[src/sv/tbpd_pkg.sv]
// ----------------------------------------------------------------------------
// Tile block pixel decoder package
// Shared constants, the decode phase type, the queue entry type and the
// fixed diamond tables of isometric blocks.
// ----------------------------------------------------------------------------
package tbpd_pkg;

    // Defaults of the top-level parameters.
    localparam int MAX_TEXTURE_WIDTH_DEF = 8192;
    localparam int TEXTURE_ROWS_DEF      = 4096;

    // Field widths fixed by the stream format.
    localparam int TW_W     = 14;
    localparam int ADDR_W   = 25;
    localparam int POS_W    = 17;
    localparam int BCOL_W   = 17;
    localparam int BROW_W   = 18;
    localparam int COORD_W  = 19;

    // Reset value of the texture width register.
    localparam logic [TW_W-1:0] TW_RESET = 14'd8192;

    // Tile kinds.
    localparam logic [1:0] KIND_FLOOR      = 2'd0;
    localparam logic [1:0] KIND_LOWER_WALL = 2'd1;

    localparam logic signed [BROW_W-1:0] LOWER_WALL_OFFSET = 18'sd96;

    // Number of rows in the isometric diamond.
    localparam logic [POS_W-1:0] ISO_ROWS = 17'd15;

    // Depth of the queue between the decoder and the address stage.
    localparam int FIFO_DEPTH = 4;

    // Run-length decode phase.
    typedef enum logic [1:0] {
        PH_SKIP  = 2'd0,
        PH_COUNT = 2'd1,
        PH_PIXEL = 2'd2
    } phase_t;

    // One pixel waiting for its address: signed texture coordinates and byte.
    typedef struct packed {
        logic signed [COORD_W-1:0] col;
        logic signed [COORD_W-1:0] row;
        logic [7:0]                pixel;
    } pix_t;

    // First column of each diamond row.
    function automatic logic [3:0] iso_start(input logic [3:0] r);
        logic [3:0] s;
        case (r)
            4'd0, 4'd14: s = 4'd14;
            4'd1, 4'd13: s = 4'd12;
            4'd2, 4'd12: s = 4'd10;
            4'd3, 4'd11: s = 4'd8;
            4'd4, 4'd10: s = 4'd6;
            4'd5, 4'd9:  s = 4'd4;
            4'd6, 4'd8:  s = 4'd2;
            default:     s = 4'd0;
        endcase
        return s;
    endfunction

    // Pixel count of each diamond row.
    function automatic logic [5:0] iso_count(input logic [3:0] r);
        logic [5:0] c;
        case (r)
            4'd0, 4'd14: c = 6'd4;
            4'd1, 4'd13: c = 6'd8;
            4'd2, 4'd12: c = 6'd12;
            4'd3, 4'd11: c = 6'd16;
            4'd4, 4'd10: c = 6'd20;
            4'd5, 4'd9:  c = 6'd24;
            4'd6, 4'd8:  c = 6'd28;
            4'd7:        c = 6'd32;
            default:     c = 6'd0;
        endcase
        return c;
    endfunction

endpackage

[src/sv/tbpd_front.sv]
// ----------------------------------------------------------------------------
// Tile block pixel decoder front end
// Accepts one encoded byte per cycle while the queue has room, tracks the block
// decode state and pushes the coordinates of every pixel byte into the queue.
// ----------------------------------------------------------------------------
module tbpd_front (
    input  logic                                 aclk,
    input  logic                                 aresetn,
    input  logic                                 in_valid,
    output logic                                 in_ready,
    input  logic [7:0]                           data_byte,
    input  logic                                 block_start,
    input  logic                                 block_format,
    input  logic signed [15:0]                   block_x,
    input  logic signed [15:0]                   block_y,
    input  logic [12:0]                          rect_x,
    input  logic [11:0]                          rect_y,
    input  logic [1:0]                           tile_kind,
    input  logic signed [15:0]                   tile_height,
    input  logic                                 q_full,
    output logic                                 q_push,
    output tbpd_pkg::pix_t                       q_entry
);

    logic signed [tbpd_pkg::BCOL_W-1:0] base_col_reg, base_col_next;
    logic signed [tbpd_pkg::BROW_W-1:0] base_row_reg, base_row_next;
    logic [tbpd_pkg::POS_W-1:0]         cur_col_reg, cur_col_next;
    logic [tbpd_pkg::POS_W-1:0]         cur_row_reg, cur_row_next;
    logic                               iso_reg, iso_next;
    tbpd_pkg::phase_t                   phase_reg, phase_next;
    logic [7:0]                         skip_hold_reg, skip_hold_next;
    logic [7:0]                         pixels_left_reg, pixels_left_next;

    logic                               accept;
    logic                               emit;
    logic signed [tbpd_pkg::BROW_W-1:0] offset;
    logic signed [tbpd_pkg::BCOL_W-1:0] eff_base_col;
    logic signed [tbpd_pkg::BROW_W-1:0] eff_base_row;
    logic [tbpd_pkg::POS_W-1:0]         eff_col;
    logic [tbpd_pkg::POS_W-1:0]         eff_row;
    logic                               eff_iso;
    tbpd_pkg::phase_t                   eff_phase;
    logic [7:0]                         eff_skip;
    logic [7:0]                         eff_left;
    logic [7:0]                         left_dec;
    logic [tbpd_pkg::POS_W-1:0]         row_inc;

    assign accept   = in_valid && !q_full;
    assign in_ready = !q_full;

    // Row offset of the tile kind; unknown kinds behave as the generic kind.
    always_comb begin
        case (tile_kind)
            tbpd_pkg::KIND_FLOOR:      offset = '0;
            tbpd_pkg::KIND_LOWER_WALL: offset = tbpd_pkg::LOWER_WALL_OFFSET;
            default:                   offset = -{{2{tile_height[15]}}, tile_height};
        endcase
    end

    // State as seen by this byte: a block start reloads it first.
    always_comb begin
        if (block_start) begin
            eff_base_col = {block_x[15], block_x} + {4'b0, rect_x};
            eff_base_row = {{2{block_y[15]}}, block_y} + {6'b0, rect_y} + offset;
            eff_iso      = block_format;
            eff_phase    = tbpd_pkg::PH_SKIP;
            eff_skip     = '0;
            eff_row      = '0;
            if (block_format) begin
                eff_col  = tbpd_pkg::POS_W'(tbpd_pkg::iso_start(4'd0));
                eff_left = 8'(tbpd_pkg::iso_count(4'd0));
            end else begin
                eff_col  = '0;
                eff_left = '0;
            end
        end else begin
            eff_base_col = base_col_reg;
            eff_base_row = base_row_reg;
            eff_iso      = iso_reg;
            eff_phase    = phase_reg;
            eff_skip     = skip_hold_reg;
            eff_row      = cur_row_reg;
            eff_col      = cur_col_reg;
            eff_left     = pixels_left_reg;
        end
    end

    // Decode step for one byte.
    always_comb begin
        base_col_next    = eff_base_col;
        base_row_next    = eff_base_row;
        iso_next         = eff_iso;
        phase_next       = eff_phase;
        skip_hold_next   = eff_skip;
        cur_col_next     = eff_col;
        cur_row_next     = eff_row;
        pixels_left_next = eff_left;
        emit             = 1'b0;
        left_dec         = (eff_left != 8'd0) ? eff_left - 8'd1 : 8'd0;
        row_inc          = eff_row + 17'd1;

        if (eff_iso) begin
            // Isometric diamond: bytes after the last row are dropped.
            if (eff_row < tbpd_pkg::ISO_ROWS) begin
                emit             = 1'b1;
                cur_col_next     = eff_col + 17'd1;
                pixels_left_next = left_dec;
                if (left_dec == 8'd0) begin
                    cur_row_next = row_inc;
                    if (row_inc < tbpd_pkg::ISO_ROWS) begin
                        cur_col_next     = tbpd_pkg::POS_W'(tbpd_pkg::iso_start(row_inc[3:0]));
                        pixels_left_next = 8'(tbpd_pkg::iso_count(row_inc[3:0]));
                    end
                end
            end
        end else begin
            case (eff_phase)
                tbpd_pkg::PH_COUNT: begin
                    if (eff_skip == 8'd0 && data_byte == 8'd0) begin
                        // A zero pair ends the row.
                        cur_col_next = '0;
                        cur_row_next = row_inc;
                        phase_next   = tbpd_pkg::PH_SKIP;
                    end else begin
                        cur_col_next     = eff_col + {9'b0, eff_skip};
                        pixels_left_next = data_byte;
                        phase_next       = (data_byte != 8'd0) ? tbpd_pkg::PH_PIXEL
                                                               : tbpd_pkg::PH_SKIP;
                    end
                end
                tbpd_pkg::PH_PIXEL: begin
                    emit             = 1'b1;
                    cur_col_next     = eff_col + 17'd1;
                    pixels_left_next = left_dec;
                    if (left_dec == 8'd0) begin
                        phase_next = tbpd_pkg::PH_SKIP;
                    end
                end
                default: begin
                    skip_hold_next = data_byte;
                    phase_next     = tbpd_pkg::PH_COUNT;
                end
            endcase
        end
    end

    // Pixel coordinates in the texture.
    assign q_entry.col   = {{2{eff_base_col[16]}}, eff_base_col} + {2'b0, eff_col};
    assign q_entry.row   = {eff_base_row[17], eff_base_row} + {2'b0, eff_row};
    assign q_entry.pixel = data_byte;
    assign q_push        = accept && emit;

    // Decode state registers.
    always_ff @(posedge aclk) begin
        if (!aresetn) begin
            base_col_reg    <= '0;
            base_row_reg    <= '0;
            cur_col_reg     <= '0;
            cur_row_reg     <= '0;
            iso_reg         <= 1'b0;
            phase_reg       <= tbpd_pkg::PH_SKIP;
            skip_hold_reg   <= '0;
            pixels_left_reg <= '0;
        end else if (accept) begin
            base_col_reg    <= base_col_next;
            base_row_reg    <= base_row_next;
            cur_col_reg     <= cur_col_next;
            cur_row_reg     <= cur_row_next;
            iso_reg         <= iso_next;
            phase_reg       <= phase_next;
            skip_hold_reg   <= skip_hold_next;
            pixels_left_reg <= pixels_left_next;
        end
    end

endmodule

[src/sv/tbpd_fifo.sv]
// ----------------------------------------------------------------------------
// Tile block pixel decoder queue
// Short first-in first-out queue of pixel entries between the decoder and
// the address stage.
// ----------------------------------------------------------------------------
module tbpd_fifo (
    input  logic           aclk,
    input  logic           aresetn,
    input  logic           push,
    input  tbpd_pkg::pix_t push_data,
    output logic           full,
    input  logic           pop,
    output logic           valid,
    output tbpd_pkg::pix_t pop_data
);

    localparam int DEPTH = tbpd_pkg::FIFO_DEPTH;
    localparam int PTR_W = $clog2(DEPTH);
    localparam int CNT_W = $clog2(DEPTH + 1);

    tbpd_pkg::pix_t   mem_reg [DEPTH];
    logic [PTR_W-1:0] wr_ptr_reg, wr_ptr_next;
    logic [PTR_W-1:0] rd_ptr_reg, rd_ptr_next;
    logic [CNT_W-1:0] count_reg, count_next;
    logic             do_push;
    logic             do_pop;

    assign full     = (count_reg == CNT_W'(DEPTH));
    assign valid    = (count_reg != '0);
    assign pop_data = mem_reg[rd_ptr_reg];
    assign do_push  = push && !full;
    assign do_pop   = pop && valid;

    // Pointer and fill count update.
    always_comb begin
        wr_ptr_next = wr_ptr_reg;
        rd_ptr_next = rd_ptr_reg;
        count_next  = count_reg;
        if (do_push) begin
            wr_ptr_next = (wr_ptr_reg == PTR_W'(DEPTH - 1)) ? '0 : wr_ptr_reg + 1'b1;
        end
        if (do_pop) begin
            rd_ptr_next = (rd_ptr_reg == PTR_W'(DEPTH - 1)) ? '0 : rd_ptr_reg + 1'b1;
        end
        if (do_push && !do_pop) begin
            count_next = count_reg + 1'b1;
        end else if (do_pop && !do_push) begin
            count_next = count_reg - 1'b1;
        end
    end

    always_ff @(posedge aclk) begin
        if (!aresetn) begin
            wr_ptr_reg <= '0;
            rd_ptr_reg <= '0;
            count_reg  <= '0;
        end else begin
            wr_ptr_reg <= wr_ptr_next;
            rd_ptr_reg <= rd_ptr_next;
            count_reg  <= count_next;
        end
    end

    // Entry storage.
    always_ff @(posedge aclk) begin
        if (do_push) begin
            mem_reg[wr_ptr_reg] <= push_data;
        end
    end

endmodule

[src/sv/tbpd_back.sv]
// ----------------------------------------------------------------------------
// Tile block pixel decoder address stage
// Holds the texture width register, checks pixel coordinates against the
// texture and forms the pixel address in two registered steps.
// ----------------------------------------------------------------------------
module tbpd_back #(
    parameter int MAX_TEXTURE_WIDTH = tbpd_pkg::MAX_TEXTURE_WIDTH_DEF,
    parameter int TEXTURE_ROWS      = tbpd_pkg::TEXTURE_ROWS_DEF
) (
    input  logic                        aclk,
    input  logic                        aresetn,
    input  logic                        cfg_we,
    input  logic [tbpd_pkg::TW_W-1:0]   cfg_wdata,
    input  logic                        q_valid,
    input  tbpd_pkg::pix_t              q_entry,
    output logic                        q_pop,
    output logic                        m_valid,
    input  logic                        m_ready,
    output logic [tbpd_pkg::ADDR_W-1:0] m_addr,
    output logic [7:0]                  m_index,
    output logic                        m_outside
);

    localparam int WW  = $clog2(MAX_TEXTURE_WIDTH + 1);
    localparam int RW  = $clog2(TEXTURE_ROWS);
    localparam int TWX = (WW > tbpd_pkg::TW_W) ? WW : tbpd_pkg::TW_W;
    localparam int PW  = RW + WW;
    localparam int SW  = PW + 1;

    logic [tbpd_pkg::TW_W-1:0]   tw_reg;
    logic                        a_valid_reg;
    logic [PW-1:0]               a_prod_reg;
    logic [WW-1:0]               a_col_reg;
    logic [7:0]                  a_pixel_reg;
    logic                        a_outside_reg;
    logic                        m_valid_reg;
    logic [tbpd_pkg::ADDR_W-1:0] m_addr_reg;
    logic [7:0]                  m_index_reg;
    logic                        m_outside_reg;

    logic [TWX-1:0]              tw_ext;
    logic [WW-1:0]               w_eff;
    logic                        col_out;
    logic                        row_out;
    logic [PW-1:0]               prod;
    logic [SW-1:0]               sum;
    logic                        out_load;
    logic                        a_load;

    // Texture width register.
    always_ff @(posedge aclk) begin
        if (!aresetn) begin
            tw_reg <= tbpd_pkg::TW_RESET;
        end else if (cfg_we) begin
            tw_reg <= cfg_wdata;
        end
    end

    // Effective width: zero acts as one, the maximum caps larger values.
    always_comb begin
        tw_ext = TWX'(tw_reg);
        if (tw_reg == '0) begin
            w_eff = WW'(1);
        end else if (tw_ext > TWX'(MAX_TEXTURE_WIDTH)) begin
            w_eff = WW'(MAX_TEXTURE_WIDTH);
        end else begin
            w_eff = WW'(tw_ext);
        end
    end

    // Bounds check and row product of the entry at the head of the queue.
    assign col_out = q_entry.col[tbpd_pkg::COORD_W-1] ||
                     (q_entry.col[tbpd_pkg::COORD_W-2:0] >= (tbpd_pkg::COORD_W-1)'(w_eff));
    assign row_out = q_entry.row[tbpd_pkg::COORD_W-1] ||
                     (q_entry.row[tbpd_pkg::COORD_W-2:0] >= (tbpd_pkg::COORD_W-1)'(TEXTURE_ROWS));
    assign prod    = PW'(q_entry.row[RW-1:0]) * PW'(w_eff);

    // Handshake between the two stages and the result port.
    assign out_load = a_valid_reg && (!m_valid_reg || m_ready);
    assign a_load   = !a_valid_reg || out_load;
    assign q_pop    = q_valid && a_load;

    always_ff @(posedge aclk) begin
        if (!aresetn) begin
            a_valid_reg <= 1'b0;
        end else if (a_load) begin
            a_valid_reg <= q_valid;
        end
    end

    always_ff @(posedge aclk) begin
        if (q_pop) begin
            a_prod_reg    <= prod;
            a_col_reg     <= q_entry.col[WW-1:0];
            a_pixel_reg   <= q_entry.pixel;
            a_outside_reg <= col_out || row_out;
        end
    end

    // Final address: row product plus column, zero for outside pixels.
    assign sum = SW'(a_prod_reg) + SW'(a_col_reg);

    always_ff @(posedge aclk) begin
        if (!aresetn) begin
            m_valid_reg <= 1'b0;
        end else if (!m_valid_reg || m_ready) begin
            m_valid_reg <= a_valid_reg;
        end
    end

    always_ff @(posedge aclk) begin
        if (out_load) begin
            m_addr_reg    <= a_outside_reg ? '0 : tbpd_pkg::ADDR_W'(sum);
            m_index_reg   <= a_pixel_reg;
            m_outside_reg <= a_outside_reg;
        end
    end

    assign m_valid   = m_valid_reg;
    assign m_addr    = m_addr_reg;
    assign m_index   = m_index_reg;
    assign m_outside = m_outside_reg;

endmodule

[src/sv/tile_block_pixel_decoder_core.sv]
// Accepts one encoded byte per cycle while the queue has room and delivers one
// pixel result per cycle while m_tready is high. A pixel byte is queued at its
// transfer; the address stage registers its row product, the result register its
// final add. Skip, count and tail bytes give no result; a stalled output fills
// the four-entry queue, then holds s_tready low. Synchronous active-low reset
// clears decode state, queue and result valid and sets the texture width to 8192.
// ----------------------------------------------------------------------------
// Tile block pixel decoder core
// Decodes run-length and isometric tile block bytes into texture pixel
// writes: address, palette index and an outside-texture flag.
// ----------------------------------------------------------------------------
module tile_block_pixel_decoder_core #(
    parameter int MAX_TEXTURE_WIDTH = tbpd_pkg::MAX_TEXTURE_WIDTH_DEF,
    parameter int TEXTURE_ROWS      = tbpd_pkg::TEXTURE_ROWS_DEF
) (
    input  logic                      aclk,
    input  logic                      aresetn,
    // Texture width register.
    input  logic                      cfg_we,
    input  logic [tbpd_pkg::TW_W-1:0] cfg_wdata,
    // Encoded byte stream.
    input  logic                      s_tvalid,
    output logic                      s_tready,
    // data_byte[7:0], block_x[23:8], block_y[39:24], rect_x[52:40],
    // rect_y[64:53], tile_height[80:65], zero[87:81]
    input  logic [87:0]               s_tdata,
    // block_start[0], block_format[1], tile_kind[3:2]
    input  logic [3:0]                s_tuser,
    // Pixel result stream.
    output logic                      m_tvalid,
    input  logic                      m_tready,
    // pixel_address[24:0], palette_index[32:25], zero[39:33]
    output logic [39:0]               m_tdata,
    // outside[0]
    output logic [0:0]                m_tuser
);

    logic                        q_full;
    logic                        q_push;
    tbpd_pkg::pix_t              q_in;
    logic                        q_pop;
    logic                        q_valid;
    tbpd_pkg::pix_t              q_out;
    logic [tbpd_pkg::ADDR_W-1:0] pixel_address;
    logic [7:0]                  palette_index;
    logic                        outside;

    // Byte decoder.
    tbpd_front u_front (
        .aclk         (aclk),
        .aresetn      (aresetn),
        .in_valid     (s_tvalid),
        .in_ready     (s_tready),
        .data_byte    (s_tdata[7:0]),
        .block_start  (s_tuser[0]),
        .block_format (s_tuser[1]),
        .block_x      (s_tdata[23:8]),
        .block_y      (s_tdata[39:24]),
        .rect_x       (s_tdata[52:40]),
        .rect_y       (s_tdata[64:53]),
        .tile_kind    (s_tuser[3:2]),
        .tile_height  (s_tdata[80:65]),
        .q_full       (q_full),
        .q_push       (q_push),
        .q_entry      (q_in)
    );

    // Pixel queue.
    tbpd_fifo u_fifo (
        .aclk      (aclk),
        .aresetn   (aresetn),
        .push      (q_push),
        .push_data (q_in),
        .full      (q_full),
        .pop       (q_pop),
        .valid     (q_valid),
        .pop_data  (q_out)
    );

    // Address stage and result register.
    tbpd_back #(
        .MAX_TEXTURE_WIDTH (MAX_TEXTURE_WIDTH),
        .TEXTURE_ROWS      (TEXTURE_ROWS)
    ) u_back (
        .aclk      (aclk),
        .aresetn   (aresetn),
        .cfg_we    (cfg_we),
        .cfg_wdata (cfg_wdata),
        .q_valid   (q_valid),
        .q_entry   (q_out),
        .q_pop     (q_pop),
        .m_valid   (m_tvalid),
        .m_ready   (m_tready),
        .m_addr    (pixel_address),
        .m_index   (palette_index),
        .m_outside (outside)
    );

    // Result packing.
    assign m_tdata = {7'b0, palette_index, pixel_address};
    assign m_tuser = outside;

endmodule

[config.mk]
export PLATFORM = sky130hd
export DESIGN_NAME = tile_block_pixel_decoder_core
export DESIGN_NICKNAME = d
export VERILOG_FILES = /design/src/sv/tbpd_pkg.sv /design/src/sv/tbpd_front.sv /design/src/sv/tbpd_fifo.sv /design/src/sv/tbpd_back.sv /design/src/sv/tile_block_pixel_decoder_core.sv
export SDC_FILE = /design/constraint.sdc
export NUM_CORES = 1
export LEC_CHECK = 0
export BUFFER_PORTS_ARGS = -buffer_cell sky130_fd_sc_hd__buf_2
export CORE_MARGIN = 1
export CORE_UTILIZATION = 40
export CTS_CLUSTER_SIZE = 14
export DETAILED_ROUTE_END_ITERATION = 6
export PLACE_DENSITY = 0.59
export SYNTH_ARGS = -nofsm -noshare
export SYNTH_HDL_FRONTEND = slang
export SYNTH_HIERARCHICAL = 1
export SYNTH_SLANG_ARGS = --single-unit
[constraint.sdc]
create_clock -name aclk -period 7.5 [get_ports aclk]
set_input_delay 0.375 -clock aclk [delete_from_list [all_inputs] [get_ports aclk]]
set_output_delay 0.375 -clock aclk [all_outputs]
set_load 0.02 [all_outputs]
# == Yosys cells after proc, flatten, opt, wreduce, memory -nomap -nowiden ==
# Memories as Yosys holds them, arrays and structs flattened. A register that Yosys moved wholly into a read port is not among the register bits.
# Index checks and enable logic that the tools add are counted.
# totals
ff_bits,193
ram_bits,184
rom_bits,112
inputBits,111
word_cells,129
mem_count,3
# memory_table
memory,words,word_bits,read_ports,rd_ports_with_merged_regs,write_ports,line,rtl
u_fifo.mem_reg,4,46,1,1,1,tbpd_fifo.sv:21,tbpd_pkg::pix_t mem_reg [DEPTH];
(no name shown),16,4,1,0,0,tbpd_pkg.sv:68,case (r)
(no name shown),16,3,1,0,0,tbpd_pkg.sv:52,case (r)
# op_classes
add_sub_neg,15
multipliers,1
magnitude_cmp,5
eq_ne,6
muxes,49
n_reduce_logical,29
# op_table
op,n
2-to-1 mux 17 bit,13
2-to-1 mux 8 bit,10
one-hot mux 18 bit (2 select lines),1
"adder 17 x 1 -> 17 bit, second input constant",2
"< comparator 17 x 4 -> 1 bit, second input constant",2
one-hot mux 17 bit (2 select lines),1
2-to-1 mux 14 bit,2
adder 25 x 14 -> 25 bit,1
multiplier 12 x 14 -> 25 bit,1
logical NOT 8 bit,3
adder 17 x 18 -> 19 bit,1
adder 18 x 18 -> 19 bit,1
adder 18 bit,1
">= comparator 18 x 13 -> 1 bit, second input constant",1
>= comparator 18 x 14 -> 1 bit,1
2-to-1 mux 18 bit,1
2-to-1 mux 2 bit,9
negator 18 bit,1
adder 16 x 13 -> 17 bit,1
adder 16 x 14 -> 17 bit,1
adder 17 x 8 -> 17 bit,1
one-hot mux 8 bit (2 select lines),1
nonzero test 8 bit,2
"greater-than comparator 14 bit, second input constant",1
other kinds (19),46

# == Logic depth before layout (Yosys ltp) ==
# logic_depth
ltp_word,10
ltp_mapped,25

# == Cells and area by module ==
# Netlist, hierarchy kept.
# modules_own_cells
module,n_inst,cells_per_inst,area_each_um2,seq_area_each_um2
tbpd_front,1,1455,10490.1,1761.7
tbpd_back,1,1006,9959.6,2782.7
tbpd_fifo,1,291,7181.9,5705.5
tile_block_pixel_decoder_core,1,8,56.3,0.0

# == Worst setup path after synthesis ==
# No wires, ideal clock.
# synth_timing
kind,reg2reg
start,register u_fifo.count_reg[0]
end,register u_fifo.count_reg[2]
t_arrival_ns,6.007
slack_ns,1.417
path_stages_with_launch,10
n_path_buf,0
period_less_slack_ns,6.083
cell_sequence,dfxtp_1 -> or3_1 -> a21boi_0 -> o31ai_1 -> ha_1 -> inv_1 -> fa_1 -> xor2_1 -> or3_1 -> a21boi_0
# synth_via
word_cells_on_any_way,17
cone_classes,2 x add/sub; 1 x eq/ne; 2 x mux; 12 x reduce/logical
# synth_rtl
element,line,rtl
start: declaration,tbpd_fifo.sv:24,"logic [CNT_W-1:0] count_reg, count_next;"
start signal: assignment,tbpd_fifo.sv:60,count_reg <= count_next;
nonzero test 3 bit (*),tbpd_fifo.sv:29,assign valid = (count_reg != '0);
net q_valid,tile_block_pixel_decoder_core.sv:42,logic q_valid;
logical AND 1 bit (*),tbpd_back.sv:81,assign q_pop = q_valid && a_load;
net q_pop,tile_block_pixel_decoder_core.sv:41,logic q_pop;
logical AND 1 bit (*),tbpd_fifo.sv:32,assign do_pop = pop && valid;
logical NOT 1 bit,tbpd_fifo.sv:45,if (do_push && !do_pop) begin
logical AND 1 bit,tbpd_fifo.sv:45,
2-to-1 mux 3 bit or nonzero test 2 bit (tied branches),n/a,
# Mark *: on every way through the listed nets, which the timed path passes. The rest lies on a longest branch. The select of a mux whose other input is x is not followed.
# A chain may end at the register's enable or synchronous reset.

# == Final worst setup path ==
# layout_timing
start,register u_back.tw_reg (netlist bit u_back/tw_ext[13])
end,"register u_back.a_prod_reg[24], data pin"
# layout_via
elab_chain_cells,4
word_cells_on_any_way,5
cone_classes,1 x mul; 1 x order compare; 2 x mux; 1 x reduce/logical
# layout_rtl
element,line,rtl
start: declaration,tbpd_back.sv:30,logic [tbpd_pkg::TW_W-1:0] tw_reg;
start signal: assignment,tbpd_back.sv:53,tw_reg <= tbpd_pkg::TW_RESET;
start signal: assignment,tbpd_back.sv:55,tw_reg <= cfg_wdata;
greater-than comparator 14 bit,tbpd_back.sv:64,end else if (tw_ext > TWX'(MAX_TEXTURE_WIDTH)) begin
2-to-1 mux 14 bit,tbpd_back.sv:64,
2-to-1 mux 14 bit (*),tbpd_back.sv:62,if (tw_reg == '0) begin
multiplier 12 x 14 -> 25 bit (*),tbpd_back.sv:76,assign prod = PW'(q_entry.row[RW-1:0]) * PW'(w_eff);
net u_back.prod[24],tbpd_back.sv:45,logic [PW-1:0] prod;
end signal: assignment,tbpd_back.sv:93,a_prod_reg <= prod;
end: declaration,tbpd_back.sv:32,logic [PW-1:0] a_prod_reg;
# Mark *: on every way through the listed nets, which the timed path passes. The rest lies on a longest branch.

==> flow_metrics.env <==
export IMPL_p_int_mw=5.09
export IMPL_p_clk_share_pct=27.3
export IMPL_synth_fa_ha_area_share_pct=17.7
export IMPL_ys_top_cells_by_area="edfxtp_1, fa_1, ha_1, dfxtp_1, nand2_1"
export IMPL_switchingPower_mw=2.84
export IMPL_hp_start="cfg_wdata[11]"
export IMPL_combinationalPowerShare_pct=36.8
export IMPL_power_total_mw=7.93
export IMPL_cp_slowest_cell="nor2b_1"
export IMPL_p_per_area_nw_per_um2=259
export IMPL_synthCells=2760
export IMPL_clk_pin_slew_ps=60
export IMPL_wl_per_cell_um=18.5
export IMPL_drt_iter0_drc=1469
export IMPL_antenna_found_initial=0
export IMPL_ys_seq_elements=379
export IMPL_die_area_um2=70300
export IMPL_ios=154
export IMPL_chipWidth_um=265
export IMPL_cts_root_buf="clkbuf_16"
export IMPL_maxSlewViolCount=0
export IMPL_overflow=0
export IMPL_start_util_pct=40.4
export IMPL_ctsLongestPathBuffers=3
export IMPL_crit_path_max_fanout=25
export IMPL_final_common_cell="nand2_1"
export IMPL_core_area_um2=68600
export IMPL_critPathKind="register to register"
export IMPL_cp_cell_sequence="nor2b_1 -> nand2_1 -> fa_1 -> inv_1 -> fa_1 -> fa_1 -> fa_1 -> inv_1 -> fa_1 -> inv_1 -> ha_1 -> a211oi_1 -> nor2_1 -> o41ai_1 -> a41oi_1 -> xnor2_1"
export IMPL_drc=1
export IMPL_grt_pass1_wl_um=113000
export IMPL_setup_tns_final_ps=0
export IMPL_htreeDepth=2
export IMPL_dr_pass1_iters=7
export IMPL_max_clock_freq_ghz=0.152
export IMPL_path_common_cell="fa_1"
export IMPL_portBuffers=139
export IMPL_ys_async_sr_fraction_pct=0
export IMPL_syn_area_um2=27700
export IMPL_finalCritPeriodShare_pct=87.6
export IMPL_cts_buffers_inserted=43
export IMPL_post_cts_buffers=0
export IMPL_netSwitchingFraction_pct=35.9
export IMPL_fin_crit_ps=6570
export IMPL_layout_common_cells="nand2_1, edfxtp_1, inv_1, ha_1, a21oi_1"
export IMPL_vias=20863
export IMPL_yosys_warnings=6
export IMPL_synth_top_area_share_pct=28.8
export IMPL_grt_max_degree=61
export IMPL_r2r_start="u_back/tw_ext[13]$_SDFFE_PN1P_"
export IMPL_synth_edf_count=266
export IMPL_cts_tree="done"
export IMPL_rr_worst_depth=16
export IMPL_start_kind="register"
export IMPL_tightest_slew_ps=1190
export IMPL_synthSimpleGateAreaFrac_pct=15.3
export IMPL_min_path_cells=3
export IMPL_grt_pass1_vias=21434
export IMPL_die_h_um=265
export IMPL_synth_compound_gate_area_share_pct=13.6
export IMPL_r2r_end="u_back/a_prod_reg[24]$_DFFE_PP_"
export IMPL_synth_cell_types=92
export IMPL_syn_avg_cell_area_um2=10.0
export IMPL_worst_hold_path_type="primary input to register"
export IMPL_fin_nets=3283
export IMPL_relSlewSlack_pct=20.5
export IMPL_gp_congestion=0.880
export IMPL_peakVddDrop_mv=0.185
export IMPL_final_util_pct=44.7
export IMPL_reg2reg_slack_ps=930
export IMPL_cts_sinks=379
export IMPL_hpwlAfterDp_um=52500
export IMPL_n_fill_cell=6483
export IMPL_synth_xor_area_share_pct=4.71
export IMPL_drtAntennaViolNets=0
export IMPL_synth_top_family_by_area="adder cells"
export IMPL_yosysTopAreaCell="edfxtp_1"
export IMPL_viasPerCell=5.46
export IMPL_synth_flop_cell="edfxtp_1"
export IMPL_slowest_delay_ps=1030
export IMPL_violations="DRC"
export IMPL_worstSetupEndpointType="register"
export IMPL_status="finished, violations left"
export IMPL_drv_cap=0
export IMPL_wirelength_um=70900
export IMPL_cp_startpoint="u_back/tw_ext[13]$_SDFFE_PN1P_"
export IMPL_syn_to_final_growth_pct=10.8
export IMPL_min_to="u_back/tw_ext[11]$_SDFFE_PN0P_"
export IMPL_setup_viol=0
export IMPL_layout_drive_gt1_share_pct=12.2
export IMPL_rsz0062_at_grt="no"
export IMPL_p_seq_share_pct=35.9
export IMPL_cp_arrival_ps=6900
export IMPL_ys_seq_area_share_pct=37.0
export IMPL_finalHoldViolations=0
export IMPL_grt_use_total_pct=20.2
export IMPL_critPathRequiredTime_ps=7830
export IMPL_power_leakage_nw=12.5
export IMPL_rows=96
export IMPL_finalClockSkew_ps=22.5
export IMPL_synthMuxAreaShare_pct=5.92
export IMPL_largest_register_ffs=184
export IMPL_clk_insertion_delay_late_ps=590
## cell families after synthesis
group / after synthesis
buffers and inverters: 377
AND/OR/NAND/NOR: 862
other: 1
flip-flops: 379
XOR/XNOR: 149
multiplexers: 100
adder cells (fa/ha/maj): 316
AO/OA/AOI/OAI: 576
## metrics by stage
step | hold slack [ps] | worst slack (ps) | cell area (um2) | cells
2_1_floorplan | 400 | 1420 | 27700 | 2766
3_3_place_gp | 404 | 1110 | 29200 | 3741
3_5_place_dp | 409 | 993 | 29200 | 3741
4_1_cts | 16.7 | 934 | 30700 | 3822
5_1_grt | 54.2 | 559 | 30700 | 3822
6_report | 46.6 | 933 | 30700 | 3823
## worst max-delay path: cells and delay by family (launching register included)
family | cells | cell delay [ps]
and+or+nand+nor | 3 | 1320
adders and majority gates | 6 | 3070
DFF | 1 | 560
buffers and inverters | 3 | 140
xor gates and xnor gates | 1 | 170
AOI/OAI and AO/OA | 3 | 1040
## layout make-up
| class | instances | area, um2 | share of cell area, % |
|---|---|---|---|
| Tap cell | 931 | 1160 | 3.80 |
| Clock buffer | 64 | 1220 | 3.99 |
| Multi-Input combinational cell | 2010 | 15900 | 51.8 |
| Antenna cell | 1 | 2.50 | 0.00816 |
| Clock inverter | 16 | 226 | 0.738 |
| Timing Repair Buffer | 175 | 971 | 3.17 |
| Sequential cell | 379 | 10300 | 33.4 |
| Inverter | 247 | 927 | 3.02 |
## power by group through the flow
stage,Clock [mW],Sequential [mW],Combinational (mW)
CTS,2.23,2.85,2.93
global route,2.30,2.88,3.25
detailed placement,0,2.90,2.91
floorplan,0,2.89,2.19
global placement,0,2.88,2.84
finish,2.16,2.85,2.92
## layer usage
metal | vias to the layer above | routed length [um] | GRT usage [%]
met4 | 0 | 1660 | 6.50
met2 | 540 | 34800 | 35.2
met1 | 10193 | 31000 | 25.9
li1 | 10012 | - | -
met3 | 118 | 3370 | 2.55
met5 | - | 0 | 0
## timing repair
action / 4_1_cts / 5_1_grt
hold buffers: 1 / 0
setup endpoints to repair: 0 / 0
gates resized for setup: 0 / 0
hold endpoints to repair: 1 / 0
## cell usage after synthesis (56+ instances only)
master,instances
nor2b_1,69
and2_1,83
nand3_1,65
ha_1,189
inv_1,244
clkbuf_1,92
nand2_1,290
xnor2_1,93
nor2_1,154
dfxtp_1,113
a21oi_1,170
o21ai_0,120
edfxtp_1,266
xor2_1,56
fa_1,127
## worst max path at each step
stage	cells after the start	to
2_1_floorplan	9	u_fifo/count_reg[2]$_SDFFE_PN0P_
3_3_place_gp	16	u_back/a_prod_reg[24]$_DFFE_PP_
3_5_place_dp	16	u_back/a_prod_reg[24]$_DFFE_PP_
4_1_cts	16	u_back/a_prod_reg[24]$_DFFE_PP_
5_1_grt	16	u_back/a_prod_reg[24]$_DFFE_PP_
6_report	16	u_back/a_prod_reg[24]$_DFFE_PP_
Power figures use the tool's default switching activity.
